File: config.mk
export PLATFORM = sky130hd
export DESIGN_NAME = rgb_to_hsv_hsl_flat
export DESIGN_NICKNAME = d
export VERILOG_FILES = /design/src/hdl/rthh_pkg.sv /design/src/hdl/rthh_pix_if.sv /design/src/hdl/rthh_hsx_if.sv /design/src/hdl/rthh_front.sv /design/src/hdl/rthh_div_stage.sv /design/src/hdl/rthh_back.sv /design/src/hdl/rgb_to_hsv_hsl.sv /design/src/flat_wrapper.sv
export SDC_FILE = /design/constraint.sdc
export NUM_CORES = 1
export LEC_CHECK = 0
export BUFFER_PORTS_ARGS = -buffer_cell sky130_fd_sc_hd__buf_2
export CORE_MARGIN = 8
export CORE_UTILIZATION = 30
export DETAILED_ROUTE_END_ITERATION = 16
export PLACE_DENSITY_LB_ADDON = 0.05
export SLEW_MARGIN = 20
export SYNTH_ARGS = -nofsm -noshare
export SYNTH_HDL_FRONTEND = slang
export SYNTH_SLANG_ARGS = --single-unit
File: constraint.sdc
create_clock -name clk -period 5.8 [get_ports clk]
set_clock_uncertainty 0.2 [all_clocks]
set_input_delay 0.29 -clock clk [delete_from_list [all_inputs] [get_ports clk]]
set_output_delay 0.29 -clock clk [all_outputs]
set_load 0.005 [all_outputs]
File: src/hdl/rthh_pkg.sv
// ----------------------------------------------------------------------------
// rthh_pkg
// Shared types and constants for the RGB to HSV/HSL converter.
// ----------------------------------------------------------------------------
package rthh_pkg;

    localparam int COMP_W     = 8;
    localparam int HUE_W      = 13;
    localparam int SAT_W      = 8;
    localparam int HUE_Q_W    = 11;
    localparam int HUE_N_W    = HUE_Q_W + COMP_W;
    localparam int SAT_Q_W    = 8;
    localparam int SAT_N_W    = SAT_Q_W + COMP_W;
    localparam int DIV_STAGES = HUE_Q_W;

    localparam int APB_AW = 3;
    localparam int APB_DW = 32;

    localparam logic REG_IDX_COLOR_MODE = 1'b0;

    localparam logic [HUE_W-1:0] HUE_FULL      = 13'd5760;
    localparam logic [HUE_W-1:0] HUE_OFS_RED   = 13'd4800;
    localparam logic [HUE_W-1:0] HUE_OFS_GREEN = 13'd960;
    localparam logic [HUE_W-1:0] HUE_OFS_BLUE  = 13'd2880;

    typedef enum logic
    {
        MODE_HSV = 1'b0,
        MODE_HSL = 1'b1
    } mode_t;

    typedef enum logic [1:0]
    {
        SECTOR_RED,
        SECTOR_GREEN,
        SECTOR_BLUE
    } sector_t;

    // after max/min selection
    typedef struct packed
    {
        logic [COMP_W-1:0] maxv;
        logic [COMP_W-1:0] minv;
        logic [COMP_W-1:0] pa;
        logic [COMP_W-1:0] pb;
        sector_t           sector;
        mode_t             mode;
    } front_t;

    // state carried through the divider pipeline
    typedef struct packed
    {
        sector_t            sector;
        logic               achromatic;
        logic [COMP_W-1:0]  level;
        logic [COMP_W-1:0]  hue_rem;
        logic [HUE_Q_W-1:0] hue_low;
        logic [HUE_Q_W-1:0] hue_quo;
        logic [COMP_W-1:0]  hue_den;
        logic [COMP_W-1:0]  sat_rem;
        logic [SAT_Q_W-1:0] sat_low;
        logic [SAT_Q_W-1:0] sat_quo;
        logic [COMP_W-1:0]  sat_den;
    } div_t;

endpackage

File: src/hdl/rthh_pix_if.sv
// ----------------------------------------------------------------------------
// rthh_pix_if
// Pixel input channel: valid/ready handshake with RGB payload.
// ----------------------------------------------------------------------------
interface rthh_pix_if import rthh_pkg::*; ();

    logic              valid;
    logic              ready;
    logic [COMP_W-1:0] red;
    logic [COMP_W-1:0] green;
    logic [COMP_W-1:0] blue;

    modport source (output valid, red, green, blue, input ready);
    modport sink   (input valid, red, green, blue, output ready);

endinterface

File: src/hdl/rthh_hsx_if.sv
// ----------------------------------------------------------------------------
// rthh_hsx_if
// Result channel: valid/ready handshake with hue, saturation, level, grey flag.
// ----------------------------------------------------------------------------
interface rthh_hsx_if import rthh_pkg::*; ();

    logic             valid;
    logic             ready;
    logic [HUE_W-1:0] hue;
    logic [SAT_W-1:0] saturation;
    logic [COMP_W-1:0] level;
    logic             achromatic;

    modport source (output valid, hue, saturation, level, achromatic, input ready);
    modport sink   (input valid, hue, saturation, level, achromatic, output ready);

endinterface

File: src/hdl/rthh_front.sv
// ----------------------------------------------------------------------------
// rthh_front
// Two pipeline stages: max/min and sector selection, then delta, hue and
// saturation numerators, divisors and level.
// ----------------------------------------------------------------------------
module rthh_front import rthh_pkg::*;
(
    input  logic              clk,
    input  logic              rst_n,
    input  logic              in_valid,
    output logic              in_ready,
    input  logic [COMP_W-1:0] red,
    input  logic [COMP_W-1:0] green,
    input  logic [COMP_W-1:0] blue,
    input  mode_t             mode,
    output logic              out_valid,
    input  logic              out_ready,
    output div_t              out_data
);

    logic   a_valid_reg;
    front_t a_reg;
    front_t a_next;
    logic   a_ready;

    logic   b_valid_reg;
    div_t   b_reg;
    div_t   b_next;

    // stage A: sector and extremes (first max in red, green, blue order)
    always_comb
    begin
        a_next      = '0;
        a_next.mode = mode;
        if (red >= green && red >= blue)
        begin
            a_next.sector = SECTOR_RED;
            a_next.maxv   = red;
            a_next.pa     = green;
            a_next.pb     = blue;
        end
        else if (green >= blue)
        begin
            a_next.sector = SECTOR_GREEN;
            a_next.maxv   = green;
            a_next.pa     = blue;
            a_next.pb     = red;
        end
        else
        begin
            a_next.sector = SECTOR_BLUE;
            a_next.maxv   = blue;
            a_next.pa     = red;
            a_next.pb     = green;
        end
        if (red <= green && red <= blue)
        begin
            a_next.minv = red;
        end
        else if (green <= blue)
        begin
            a_next.minv = green;
        end
        else
        begin
            a_next.minv = blue;
        end
    end

    assign a_ready  = !b_valid_reg || out_ready;
    assign in_ready = !a_valid_reg || a_ready;

    always_ff @(posedge clk or negedge rst_n)
    begin
        if (!rst_n)
        begin
            a_valid_reg <= 1'b0;
        end
        else if (in_ready)
        begin
            a_valid_reg <= in_valid;
        end
    end

    always_ff @(posedge clk)
    begin
        if (in_ready && in_valid)
        begin
            a_reg <= a_next;
        end
    end

    // stage B: numerators and divisors
    always_comb
    begin
        logic [COMP_W-1:0]  delta;
        logic [COMP_W:0]    t;
        logic [COMP_W:0]    sum;
        logic [COMP_W:0]    spread;
        logic [COMP_W-1:0]  den_hsl;
        logic [HUE_N_W-1:0] hue_num;
        logic [SAT_N_W-1:0] sat_num;

        delta   = a_reg.maxv - a_reg.minv;
        // pa - pb + delta lies in 0..2*delta
        t       = {1'b0, a_reg.pa} - {1'b0, a_reg.pb} + {1'b0, delta};
        // 960 * t
        hue_num = {t, 10'b0} - {4'b0, t, 6'b0};
        // 255 * delta
        sat_num = {delta, 8'b0} - {8'b0, delta};
        sum     = {1'b0, a_reg.maxv} + {1'b0, a_reg.minv};
        spread  = (sum > 9'd255) ? (sum - 9'd255) : (9'd255 - sum);
        den_hsl = 8'd255 - spread[COMP_W-1:0];

        b_next            = '0;
        b_next.sector     = a_reg.sector;
        b_next.achromatic = (delta == '0);
        b_next.level      = (a_reg.mode == MODE_HSL) ? sum[COMP_W:1] : a_reg.maxv;
        b_next.hue_rem    = hue_num[HUE_N_W-1:HUE_Q_W];
        b_next.hue_low    = hue_num[HUE_Q_W-1:0];
        b_next.hue_den    = delta;
        b_next.sat_rem    = sat_num[SAT_N_W-1:SAT_Q_W];
        b_next.sat_low    = sat_num[SAT_Q_W-1:0];
        b_next.sat_den    = (a_reg.mode == MODE_HSL) ? den_hsl : a_reg.maxv;
    end

    always_ff @(posedge clk or negedge rst_n)
    begin
        if (!rst_n)
        begin
            b_valid_reg <= 1'b0;
        end
        else if (a_ready)
        begin
            b_valid_reg <= a_valid_reg;
        end
    end

    always_ff @(posedge clk)
    begin
        if (a_ready && a_valid_reg)
        begin
            b_reg <= b_next;
        end
    end

    assign out_valid = b_valid_reg;
    assign out_data  = b_reg;

endmodule

File: src/hdl/rthh_div_stage.sv
// ----------------------------------------------------------------------------
// rthh_div_stage
// One restoring division step for hue and saturation (saturation only while
// STEP < SAT_Q_W), one quotient bit each, with its own pipeline register.
// ----------------------------------------------------------------------------
module rthh_div_stage import rthh_pkg::*;
#(
    parameter int STEP = 0
)
(
    input  logic clk,
    input  logic rst_n,
    input  logic in_valid,
    output logic in_ready,
    input  div_t in_data,
    output logic out_valid,
    input  logic out_ready,
    output div_t out_data
);

    localparam logic SAT_ACTIVE = (STEP < SAT_Q_W);

    logic valid_reg;
    div_t data_reg;
    div_t data_next;

    always_comb
    begin
        logic [COMP_W:0] hue_trial;
        logic [COMP_W:0] sat_trial;
        logic            hue_bit;
        logic            sat_bit;

        data_next = in_data;

        hue_trial = {in_data.hue_rem, in_data.hue_low[HUE_Q_W-1]};
        hue_bit   = (hue_trial >= {1'b0, in_data.hue_den});
        if (hue_bit)
        begin
            hue_trial = hue_trial - {1'b0, in_data.hue_den};
        end
        data_next.hue_rem = hue_trial[COMP_W-1:0];
        data_next.hue_low = {in_data.hue_low[HUE_Q_W-2:0], 1'b0};
        data_next.hue_quo = {in_data.hue_quo[HUE_Q_W-2:0], hue_bit};

        sat_trial = {in_data.sat_rem, in_data.sat_low[SAT_Q_W-1]};
        sat_bit   = (sat_trial >= {1'b0, in_data.sat_den});
        if (sat_bit)
        begin
            sat_trial = sat_trial - {1'b0, in_data.sat_den};
        end
        if (SAT_ACTIVE)
        begin
            data_next.sat_rem = sat_trial[COMP_W-1:0];
            data_next.sat_low = {in_data.sat_low[SAT_Q_W-2:0], 1'b0};
            data_next.sat_quo = {in_data.sat_quo[SAT_Q_W-2:0], sat_bit};
        end
    end

    assign in_ready = !valid_reg || out_ready;

    always_ff @(posedge clk or negedge rst_n)
    begin
        if (!rst_n)
        begin
            valid_reg <= 1'b0;
        end
        else if (in_ready)
        begin
            valid_reg <= in_valid;
        end
    end

    always_ff @(posedge clk)
    begin
        if (in_ready && in_valid)
        begin
            data_reg <= data_next;
        end
    end

    assign out_valid = valid_reg;
    assign out_data  = data_reg;

endmodule

File: src/hdl/rthh_back.sv
// ----------------------------------------------------------------------------
// rthh_back
// Output stage: adds the sector offset to the hue quotient, wraps a full
// circle, clears grey pixels and holds the result register.
// ----------------------------------------------------------------------------
module rthh_back import rthh_pkg::*;
(
    input  logic              clk,
    input  logic              rst_n,
    input  logic              in_valid,
    output logic              in_ready,
    input  div_t              in_data,
    output logic              out_valid,
    input  logic              out_ready,
    output logic [HUE_W-1:0]  hue,
    output logic [SAT_W-1:0]  saturation,
    output logic [COMP_W-1:0] level,
    output logic              achromatic
);

    logic              valid_reg;
    logic [HUE_W-1:0]  hue_reg;
    logic [HUE_W-1:0]  hue_next;
    logic [SAT_W-1:0]  sat_reg;
    logic [SAT_W-1:0]  sat_next;
    logic [COMP_W-1:0] level_reg;
    logic              achromatic_reg;

    always_comb
    begin
        logic [HUE_W-1:0] offset;
        logic [HUE_W-1:0] raw;

        case (in_data.sector)
            SECTOR_RED:   offset = HUE_OFS_RED;
            SECTOR_GREEN: offset = HUE_OFS_GREEN;
            SECTOR_BLUE:  offset = HUE_OFS_BLUE;
            default:      offset = '0;
        endcase
        raw = offset + {{(HUE_W-HUE_Q_W){1'b0}}, in_data.hue_quo};
        if (raw >= HUE_FULL)
        begin
            raw = raw - HUE_FULL;
        end
        hue_next = in_data.achromatic ? '0 : raw;
        sat_next = in_data.achromatic ? '0 : in_data.sat_quo;
    end

    assign in_ready = !valid_reg || out_ready;

    always_ff @(posedge clk or negedge rst_n)
    begin
        if (!rst_n)
        begin
            valid_reg <= 1'b0;
        end
        else if (in_ready)
        begin
            valid_reg <= in_valid;
        end
    end

    always_ff @(posedge clk)
    begin
        if (in_ready && in_valid)
        begin
            hue_reg        <= hue_next;
            sat_reg        <= sat_next;
            level_reg      <= in_data.level;
            achromatic_reg <= in_data.achromatic;
        end
    end

    assign out_valid  = valid_reg;
    assign hue        = hue_reg;
    assign saturation = sat_reg;
    assign level      = level_reg;
    assign achromatic = achromatic_reg;

endmodule

File: src/hdl/rgb_to_hsv_hsl.sv
// ----------------------------------------------------------------------------
// rgb_to_hsv_hsl
// RGB pixel to hue / saturation / value-or-lightness converter.
// ----------------------------------------------------------------------------
// Takes one pixel per clock and returns one result per clock, in order, while
// the output is not stalled. The pipeline has two front stages (max/min, then
// numerators and divisors), eleven restoring division stages that each resolve
// one hue quotient bit (the first eight also one saturation bit), and one
// output stage. Each stage holds its transaction until the next stage has
// room, so stalls on the output fill bubbles before backing up to the input.
// color_mode (register 0, bit 0) selects HSV (0) or HSL (1) and is sampled as
// a pixel enters; write it only while idle.
// ----------------------------------------------------------------------------
module rgb_to_hsv_hsl import rthh_pkg::*;
(
    input  logic              clk,
    input  logic              rst_n,
    rthh_pix_if.sink          pix,
    rthh_hsx_if.source        hsx,
    input  logic              psel,
    input  logic              penable,
    input  logic              pwrite,
    input  logic [APB_AW-1:0] paddr,
    input  logic [APB_DW-1:0] pwdata,
    output logic [APB_DW-1:0] prdata,
    output logic              pready
);

    mode_t color_mode_reg;
    logic  cfg_write;

    logic  stg_valid [DIV_STAGES+1];
    logic  stg_ready [DIV_STAGES+1];
    div_t  stg_data  [DIV_STAGES+1];

    assign pready    = 1'b1;
    assign cfg_write = psel && penable && pwrite && pready;

    always_ff @(posedge clk or negedge rst_n)
    begin
        if (!rst_n)
        begin
            color_mode_reg <= MODE_HSV;
        end
        else if (cfg_write && paddr[APB_AW-1] == REG_IDX_COLOR_MODE)
        begin
            color_mode_reg <= mode_t'(pwdata[0]);
        end
    end

    assign prdata = (paddr[APB_AW-1] == REG_IDX_COLOR_MODE)
                  ? {{(APB_DW-1){1'b0}}, color_mode_reg}
                  : '0;

    rthh_front u_front
    (
        .clk       (clk),
        .rst_n     (rst_n),
        .in_valid  (pix.valid),
        .in_ready  (pix.ready),
        .red       (pix.red),
        .green     (pix.green),
        .blue      (pix.blue),
        .mode      (color_mode_reg),
        .out_valid (stg_valid[0]),
        .out_ready (stg_ready[0]),
        .out_data  (stg_data[0])
    );

    for (genvar i = 0; i < DIV_STAGES; i++)
    begin : g_div
        rthh_div_stage #(.STEP(i)) u_div_stage
        (
            .clk       (clk),
            .rst_n     (rst_n),
            .in_valid  (stg_valid[i]),
            .in_ready  (stg_ready[i]),
            .in_data   (stg_data[i]),
            .out_valid (stg_valid[i+1]),
            .out_ready (stg_ready[i+1]),
            .out_data  (stg_data[i+1])
        );
    end

    rthh_back u_back
    (
        .clk        (clk),
        .rst_n      (rst_n),
        .in_valid   (stg_valid[DIV_STAGES]),
        .in_ready   (stg_ready[DIV_STAGES]),
        .in_data    (stg_data[DIV_STAGES]),
        .out_valid  (hsx.valid),
        .out_ready  (hsx.ready),
        .hue        (hsx.hue),
        .saturation (hsx.saturation),
        .level      (hsx.level),
        .achromatic (hsx.achromatic)
    );

endmodule

File: src/flat_wrapper.sv
// flat-port wrapper written by rule: the top's interface ports become plain ports
module rgb_to_hsv_hsl_flat import rthh_pkg::*;
  (clk, rst_n, psel, penable, pwrite, paddr, pwdata, prdata, pready, pix_valid, pix_red, pix_green, pix_blue, pix_ready, hsx_valid, hsx_hue, hsx_saturation, hsx_level, hsx_achromatic, hsx_ready);
  rthh_pix_if pix_i ();
  rthh_hsx_if hsx_i ();
  input  logic clk;
  input  logic rst_n;
  input  logic psel;
  input  logic penable;
  input  logic pwrite;
  input  logic [APB_AW-1:0] paddr;
  input  logic [APB_DW-1:0] pwdata;
  output logic [APB_DW-1:0] prdata;
  output logic pready;
  input wire logic [$bits(pix_i.valid)-1:0] pix_valid;
  input wire logic [$bits(pix_i.red)-1:0] pix_red;
  input wire logic [$bits(pix_i.green)-1:0] pix_green;
  input wire logic [$bits(pix_i.blue)-1:0] pix_blue;
  output wire logic [$bits(pix_i.ready)-1:0] pix_ready;
  output wire logic [$bits(hsx_i.valid)-1:0] hsx_valid;
  output wire logic [$bits(hsx_i.hue)-1:0] hsx_hue;
  output wire logic [$bits(hsx_i.saturation)-1:0] hsx_saturation;
  output wire logic [$bits(hsx_i.level)-1:0] hsx_level;
  output wire logic [$bits(hsx_i.achromatic)-1:0] hsx_achromatic;
  input wire logic [$bits(hsx_i.ready)-1:0] hsx_ready;
  assign pix_i.valid = pix_valid;
  assign pix_i.red = pix_red;
  assign pix_i.green = pix_green;
  assign pix_i.blue = pix_blue;
  assign pix_ready = pix_i.ready;
  assign hsx_valid = hsx_i.valid;
  assign hsx_hue = hsx_i.hue;
  assign hsx_saturation = hsx_i.saturation;
  assign hsx_level = hsx_i.level;
  assign hsx_achromatic = hsx_i.achromatic;
  assign hsx_i.ready = hsx_ready;
  rgb_to_hsv_hsl u_core (.clk(clk), .rst_n(rst_n), .pix(pix_i), .hsx(hsx_i), .psel(psel), .penable(penable), .pwrite(pwrite), .paddr(paddr), .pwdata(pwdata), .prdata(prdata), .pready(pready));
endmodule
==> flow_metrics.tcl <==
set metrics [dict create \
    worstHoldPathType "primary input to flop" \
    end_kind "flop" \
    largest_reg_flops 550 \
    antenna_cells 0 \
    syn_area_per_cell_um2 13.96 \
    r2r_cells 21 \
    r2r_end "u_core.u_front.out_data[68]" \
    criticalPathCategory "flop to flop" \
    slew_viol_final 0 \
    synth_top_area_share_pct 61.77 \
    cts-buffers-inserted 80 \
    p_per_area_nw_per_um2 550.4 \
    grt_pass1_vias 18810 \
    async_flop_share_pct 2.190 \
    clock-sinks 685 \
    synth-edff-count 670 \
    netlist_instances 2333 \
    dp.final_hpwl_um 46200 \
    synth_cell_type_count 74 \
    drive_above_1_share_pct 13.66 \
    coreArea_um2 108200 \
    fin_crit_sh_pct 94.82 \
    postPlaceCellArea_um2 34670 \
    seq_area_frac_synth_pct 62.92 \
    combPwrFrac_pct 36.9 \
    initial_core_util_pct 30.09 \
    final_cell_area_um2 37770 \
    grt_overflow 0 \
    nets 2834 \
    p_clk_share_pct 24.2 \
    hold_slack_ns 0.08043 \
    p_sw_share_pct 32.33 \
    ant_nets 0 \
    area_delta_synth_final_pct 15.94 \
    ys_warn_count 0 \
    total_power_mw 20.79 \
    drcViolationCount 0 \
    cts_setup_buffers 0 \
    wl_per_cell_um 15.42 \
    slew_headroom_pct 28.86 \
    placedCellCount 3814 \
    start_kind "flop" \
    crit_end "u_core.u_front.out_data[68]" \
    grt_max_degree 58 \
    clock_latency_ns 0.61 \
    rsz0062_at_grt "no" \
    ios 131 \
    cp-startpoint "u_core.u_front.a_reg[27]" \
    reg2reg_from "u_core.u_front.a_reg[27]" \
    clockRootBuffer "clkbuf_16" \
    dieArea_um2 119400 \
    vias 17640 \
    seq_power_share_pct 38.8 \
    viasPerCell 4.410 \
    status "finished clean" \
    max_clock_freq_mhz 181.8 \
    fp.dieH_um 345.5 \
    die_w_um 345.5 \
    rows 121 \
    port_buffers 65 \
    period_needed_ns 5.499 \
    yosys-top-cells-area "edfxtp_1, ha_1, mux2_2" \
    internal_power_mw 14.07 \
    synth_flop_cell "edfxtp_1" \
    finalNonFillerCells 3999 \
    p_leak_nw 14.91 \
    r2r_slack_ns 0.30 \
    cts_max_path_buffers 3 \
    cts.clk_slew.worst_paths_ns 0.06 \
    worstMarginPinSlew_ns 1.067 \
    grt_usage_pct 10.16 \
    required_ns 5.95 \
    crit_arrival_ns 5.65 \
    ir_drop_v 0.0003342 \
    setup-violations-final 0 \
    cts_max_level 3 \
    drv_cap 0 \
    grt_pass1_wl_um 99700 \
    first_pass_iters 5 \
    synth-seq-cells 685 \
    hold_viol_final 0 \
    p_sw_mw 6.721 \
    place.gp.congestion 0.7882 \
    route.final.wire_length_um 61670 \
    drtIter0Drc 610 \
    cp_max_fo 5 \
    synth_area_um2 32570 \
    cts_tree "built" \
    yosys.area.top_type "edfxtp_1" \
    tns_ns 0 \
    antenna_found_initial 0 \
]
final cells by class:
type	instances	area (um^2)
fill	10400	70480
sequential	685	20490
clock buffer	101	2166
clock inverter	41	475.5
timing repair buffer	128	905.9
tap	1414	1769
inverter	278	1044
multi-input combinational	1352	10910
cell usage in the layout (no fill, tap or decap), types with 65 or more instances in the layout:
master	netlist	layout
edfxtp_1	670	670
inv_1	277	277
ha_1	215	215
nor2_1	161	160
mux2_2	104	104
clkbuf_16	0	84
mux2i_1	79	79
o21ai_0	78	78
xnor2_1	75	75
a21oi_1	73	72
buf_2	8	65
routing by layer:
layer	GRT usage, %	vias to the layer above	wire length [um]
met5	0	-	0
met3	2.014	98	2343
li1	-	8824	-
met4	3.661	0	1649
met2	18.35	250	31170
met1	11.91	8463	26500
cell families (layout without fill, tap and decap cells):
kind of cell,Yosys count,in the layout,synth area share (%)
AO/OA/AOI/OAI,347,347,7.133
XOR/XNOR,105,105,2.823
adder cells (fa/ha/maj),243,243,9.979
buffers and inverters,326,548,4.179
flip-flops,685,685,62.92
multiplexers,183,183,6.023
other,2,32,0.02306
AND/OR/NAND/NOR,442,442,6.922
power groups by stage:
stage	clock network [mW]	logic [mW]	registers [mW]
2_1_floorplan	0	5.95	7.93
3_3_place_gp	0	7.58	8.19
3_5_place_dp	0	7.69	8.20
4_1_cts	5.27	7.79	8.11
5_1_grt	5.44	8.65	8.22
6_report	5.04	7.68	8.07
cells in the mapped netlist, types with 10 or more instances:
library cell / n
nand3_1: 22
nor2_2: 14
nand4_1: 36
a21o_1: 50
xor2_1: 30
o21ai_0: 78
and2_1: 16
o2111ai_1: 12
nor2_1: 161
dfrtp_1: 15
nand2_1: 44
o21a_1: 20
ha_1: 215
fa_1: 28
nor3_1: 10
a21oi_1: 73
edfxtp_1: 670
nor2b_1: 65
buf_4: 32
a21boi_0: 35
a311oi_1: 18
mux2i_1: 79
mux2_2: 104
xnor2_1: 75
inv_1: 277
nand2b_1: 39
worst max-delay path, cell delays in order, from the launching register on:
cell	delay [ns]
edfxtp_1	0.38
inv_1	0.07
ha_1	0.22
fa_1	0.41
nand2b_2	0.24
a21o_1	0.20
a21oi_2	0.16
inv_1	0.09
fa_1	0.49
inv_1	0.04
ha_1	0.29
and3_2	0.20
a221oi_2	0.26
xnor2_1	0.20
inv_1	0.12
ha_1	0.36
nor2_2	0.06
a2111oi_1	0.38
a311oi_1	0.12
o21ai_1	0.26
nand3_1	0.12
a221o_1	0.37
worst min path at each step:
stage / cells past startpoint / startpoint / end / slack, ns
finish: 4 / pix_red[0] / u_core.u_front.a_reg[3] / 0.08
floorplan: 0 / rst_n / u_core.color_mode_reg / -0.21
global route: 4 / pix_red[0] / u_core.u_front.a_reg[3] / 0.08
detailed placement: 1 / rst_n / u_core.g_div[10].u_div_stage.out_valid / 0.08
CTS: 4 / pix_red[0] / u_core.u_front.a_reg[3] / 0.01
global placement: 1 / rst_n / u_core.u_back.out_valid / 0.07
timing repair:
item	4_1_cts	5_1_grt
hold buffers	43	0
endpoints found under the setup margin	0	6
resized for setup	0	7
endpoints found under the hold margin	49	0
stage by stage:
step / util (%) / worst slack [ns]
after floorplan: - / 0.1375
after global placement: 32.03 / 0.2439
after detailed placement: 32.03 / 0.03577
after CTS: 34.87 / 0.007754
after global routing: 34.89 / 0.01875
final: 34.89 / 0.3006
No activity file was read; power rests on OpenSTA's default activity.
